### config.mk
export PLATFORM = sky130hd
export DESIGN_NAME = lodsel_ram
export DESIGN_NICKNAME = d
export VERILOG_FILES = /design/src/lodsel_ram.sv
export SDC_FILE = /design/constraint.sdc
export NUM_CORES = 1
export LEC_CHECK = 0
export ABC_AREA = 1
export BUFFER_PORTS_ARGS = -buffer_cell sky130_fd_sc_hd__buf_2
export CORE_MARGIN = 8
export CORE_UTILIZATION = 65
export DETAILED_ROUTE_END_ITERATION = 7
export HOLD_SLACK_MARGIN = 0.15
export PLACE_DENSITY_LB_ADDON = 0.05
export SLEW_MARGIN = 10
export SYNTH_ARGS = -nofsm -noshare
export SYNTH_HDL_FRONTEND = slang
export SYNTH_SLANG_ARGS = --single-unit
### constraint.sdc
create_clock -name clk -period 4.9 [get_ports clk]
set_input_delay 0.245 -clock clk [delete_from_list [all_inputs] [get_ports clk]]
set_output_delay 0.245 -clock clk [all_outputs]
set_load 0.02 [all_outputs]
### src/lodsel_ram.sv
module lodsel_ram #(
  parameter int WIDTH = 32,
  parameter int DEPTH = 12
) (
  input  logic                     clk,
  input  logic                     we,
  input  logic [$clog2(DEPTH)-1:0] waddr,
  input  logic [WIDTH-1:0]         wdata,
  input  logic [$clog2(DEPTH)-1:0] raddr,
  output logic [WIDTH-1:0]         rdata
);

  logic [WIDTH-1:0] mem [DEPTH];

  always_ff @(posedge clk) begin
    if (we) begin
      mem[waddr] <= wdata;
    end
    rdata <= mem[raddr];
  end

endmodule

==> reports/summary.log <==
[timing] setup slack after layout 2750 ps
[timing] period utilisation layout 43.9%
[drt] via/cell ratio 5.55
[timing] slew margin rel. 26.9%
[cells_and_area] net count of the finished layout 1616
[power] IR drop worst, VDD 328 uV
[grt] largest net degree at the start of global routing 105
[floorplan] Die Outline Area 0.0312 mm^2
[clock_network] clock sink count 416
[power] Combinational Power Share 6.2%
[place] placed cell area 0.0173 mm^2
[clock_network] CTS max path bufs 3
[worst_setup_path] startpoint kind of the worst setup timing path input pin
[synth] fraction of synthesized cell area taken by the top area cell type 68.9%
[synth] number of warnings issued by yosys 0
[synth] post-synth net total 1523
[cells_and_area] finished layout cell area 0.0190 mm^2
[cells_and_area] combined area of the multi-input logic cells 0.00338 mm^2
[floorplan] overall die width 177 um
[clock_network] cell at the root of the clock tree clkbuf_16
[worst_setup_path] reg-to-reg critical path endpoint rdata[12]
[place] Routability Congestion 0.736
[worst_setup_path] highest-delay cell along the critical path buf_4
[timing] total count of hold-check failures in the final report 0
[min_path] HP Class in2reg
[worst_setup_path] CP Data Required Time 5370 ps
[place] detailed placer's ending HPWL 18100 um
[status] status finished clean
[drt] drt first-iter violations 1046
[grt] number of global-route vias before repair 10300
[timing] min cycle time layout 2150 ps
[cells_and_area] synth-to-layout area growth 13.3%
[power] Clock Power Share 40.8%
[worst_setup_path] Reg-to-Reg Start mem[1][12]
[clock_network] clock latency on the worst-skew pair 530 ps
[min_path] Min-Delay Path Depth 4
[place] count of buffers from port buffering 73
[synth] Synth Cell Area 0.0167 mm^2
[worst_setup_path] origin of the worst setup path raddr[0]
[synth] top flip-flop cell by instance count after synthesis edfxtp_1
[drt] post-route antenna net violation count 0
[clock_network] deepest level of the CTS H-tree 2
[power] sequential fraction of design power 52.9%
[power] power density cells 398 mW/mm^2
[grt] number of antenna violations at the first check in global routing 2
[floorplan] floorplan die height 177 um
[cells_and_area] share of cells above drive strength 1 10.5%
[power] internal power 5.95 mW
[worst_setup_path] setup slack of the most critical reg-to-reg path 3850 ps
[worst_setup_path] cells along the critical path buf_6 > buf_4 > o21ai_0 > o21ai_0 > nand2_1 > nand2_1
[synth] cell type with the largest total area after synthesis edfxtp_1
[power] switching component of the power 1.60 mW
[floorplan] number of top-level pins 74
[synth] most common library cells after synthesis 389 x nand2_1, 384 x edfxtp_1, 210 x inv_1, 194 x nand3_1, 84 x nor2_1
[drt] number of design rule violations left after detail routing 0
[worst_setup_path] category of the most critical setup path in2reg
[synth] most frequent cell after synthesis nand2_1
[floorplan] Initial Utilization 66.3%
[cells_and_area] utilization of the core after routing 75.2%
[synth] count of different cell masters after synthesis 16
[timing] final slew viol count 0
[grt] GR Util All Layers 23.7%
[worst_setup_path] nature of the critical path endpoint flop
[drt] routed len/inst 18.9 um
[clock_network] clock tree from TritonCTS done
[timing] worst clock skew 10.1 ps
[floorplan] standard cell core area 0.0253 mm^2
[worst_setup_path] depth of the worst register-to-register path 6
[power] switch share 21.2%
[min_path] endpoint of the worst hold-timing path rdata[26]
[cells_and_area] Layout Cells excl Fill 1940
[synth] EDFF count, synth 384
[drt] 1st-pass router iterations 8
[worst_setup_path] worst-path maximum fanout 104
[place] setup slack at placement 2250 ps
[worst_setup_path] longest individual stage delay on the worst path 950 ps
[job] max_cap viols 0
[drt] drt total wl 36600 um
[min_path] Worst Min Path Start raddr[3]
[grt] first-pass GRT wire length 56800 um
[synth] flip-flop and latch count after synthesis 416
[clock_network] clock-pin transition on the worst setup and hold timing paths 60 ps
[synth] mean cell area of the mapped netlist 11.3 um^2
[floorplan] cell row count 58
[cells_and_area] area of all sequential standard cells 0.0122 mm^2
[drt] routed via count 10800
[timing] transition time of the tightest slew-check pin 1100 ps
[timing] summed negative setup slack over all endpoints 0 ps
[place] total placed cells including tap cells 1828
[synth] proportion of synthesized flip-flops having asynchronous set or reset 0%
[clock_network] Inserted Clock Buffers 42
[synth] largest cells by area after synthesis edfxtp_1 69%, nand2_1 8.7%, nand3_1 5.8%
[timing] Fmax achieved 464 MHz
[power] P_leak 7.73 nW
[grt] total congestion overflow 0
[timing] count of final setup violators 0
[synth] sequential-to-total area share from yosys stat 72.7%
[timing] unrepaired setup endpoints after global routing false
[cells_and_area] fillers 1696
[worst_setup_path] endpoint arrival time on the critical path 2620 ps
[synth] Post-Synthesis Cells 1481
==> how the worst max path moves through the flow <==
| stage | to | depth (start not counted) |
|---|---|---|
| after floorplan | mem[1][0] | 4 |
| after global placement | rdata[12] | 6 |
| after detailed placement | rdata[12] | 6 |
| after CTS | rdata[12] | 7 |
| after global routing | rdata[12] | 8 |
| final | rdata[12] | 6 |
==> state kept, by name, indices dropped and copies added (netlist names) <==
signal	count
mem	384
rdata	32
==> cell usage in the layout, fill, tap and decap left out, types with 2 or more instances in the layout <==
cell type      synthesis  routed
clkinv_2               0       8
buf_4                  7      21
clkbuf_16              0      45
diode_2                0       2
edfxtp_1             384     384
o21ai_0               70      70
clkinv_1               0       4
dfxtp_1               32      32
dlygate4sd3_1          0      32
nor2_1                84      72
nor2_4                 0      12
nand3_1              194     194
clkbuf_8               0       7
nand2_1              389     389
inv_1                210     210
buf_2                 28      72
a21oi_1               13      13
o21ai_1               26      26
clkbuf_1              19      13
==> layout make-up <==
class	instances	share of cell area (%)
clock buffers	65	6.70
repair buffers	126	4.48
multi-input cells	776	17.8
clock inverters	13	0.468
diodes	2	0.0264
flip-flops and latches	416	64.1
well taps	330	2.18
inverters	212	4.21
==> per-layer routing <==
metal	GRT usage (%)	vias to the layer above	wire, um
met2	39.2	467	17600
met1	32.6	5151	15300
li1	-	5092	-
met3	3.23	62	2980
met4	7.15	0	755
met5	0	-	0
==> through the flow <==
step / hold WS (ps) / total power [mW]
after CTS: 324 / 7.59
final: 355 / 7.55
after floorplan: 344 / 4.36
after detailed placement: 551 / 4.52
after global routing: 351 / 7.77
after global placement: 541 / 4.51
==> critical path, delay by kind of cell <==
| kind | cells | cell delay [ps] |
|---|---|---|
| buffers and inverters | 2 | 1550 |
| AOI/OAI and AO/OA | 2 | 560 |
| and+or+nand+nor | 2 | 170 |
==> cells by family after synthesis <==
kind of cell	count (synthesis)	share of synthesized area [%]
simple gates	667	16.4
buf+inv	289	7.67
compound gates	109	3.26
flops	416	72.7
==> repair_timing <==
action | in CTS | in global routing
setup endpoints to repair | 0 | 0
buffers inserted | 0 | 0
hold endpoints to repair | 384 | 0
hold buffers | 32 | 0
gates resized for setup | 0 | 0
==> power by group through the flow <==
stage	logic (mW)	registers, mW	clock network, mW
after CTS	0.471	4.00	3.12
after detailed placement	0.447	4.07	0
after global placement	0.437	4.07	0
after global routing	0.519	4.00	3.25
final	0.470	4.00	3.08
after floorplan	0.251	4.10	0
(Power assumes the default switching activity.)
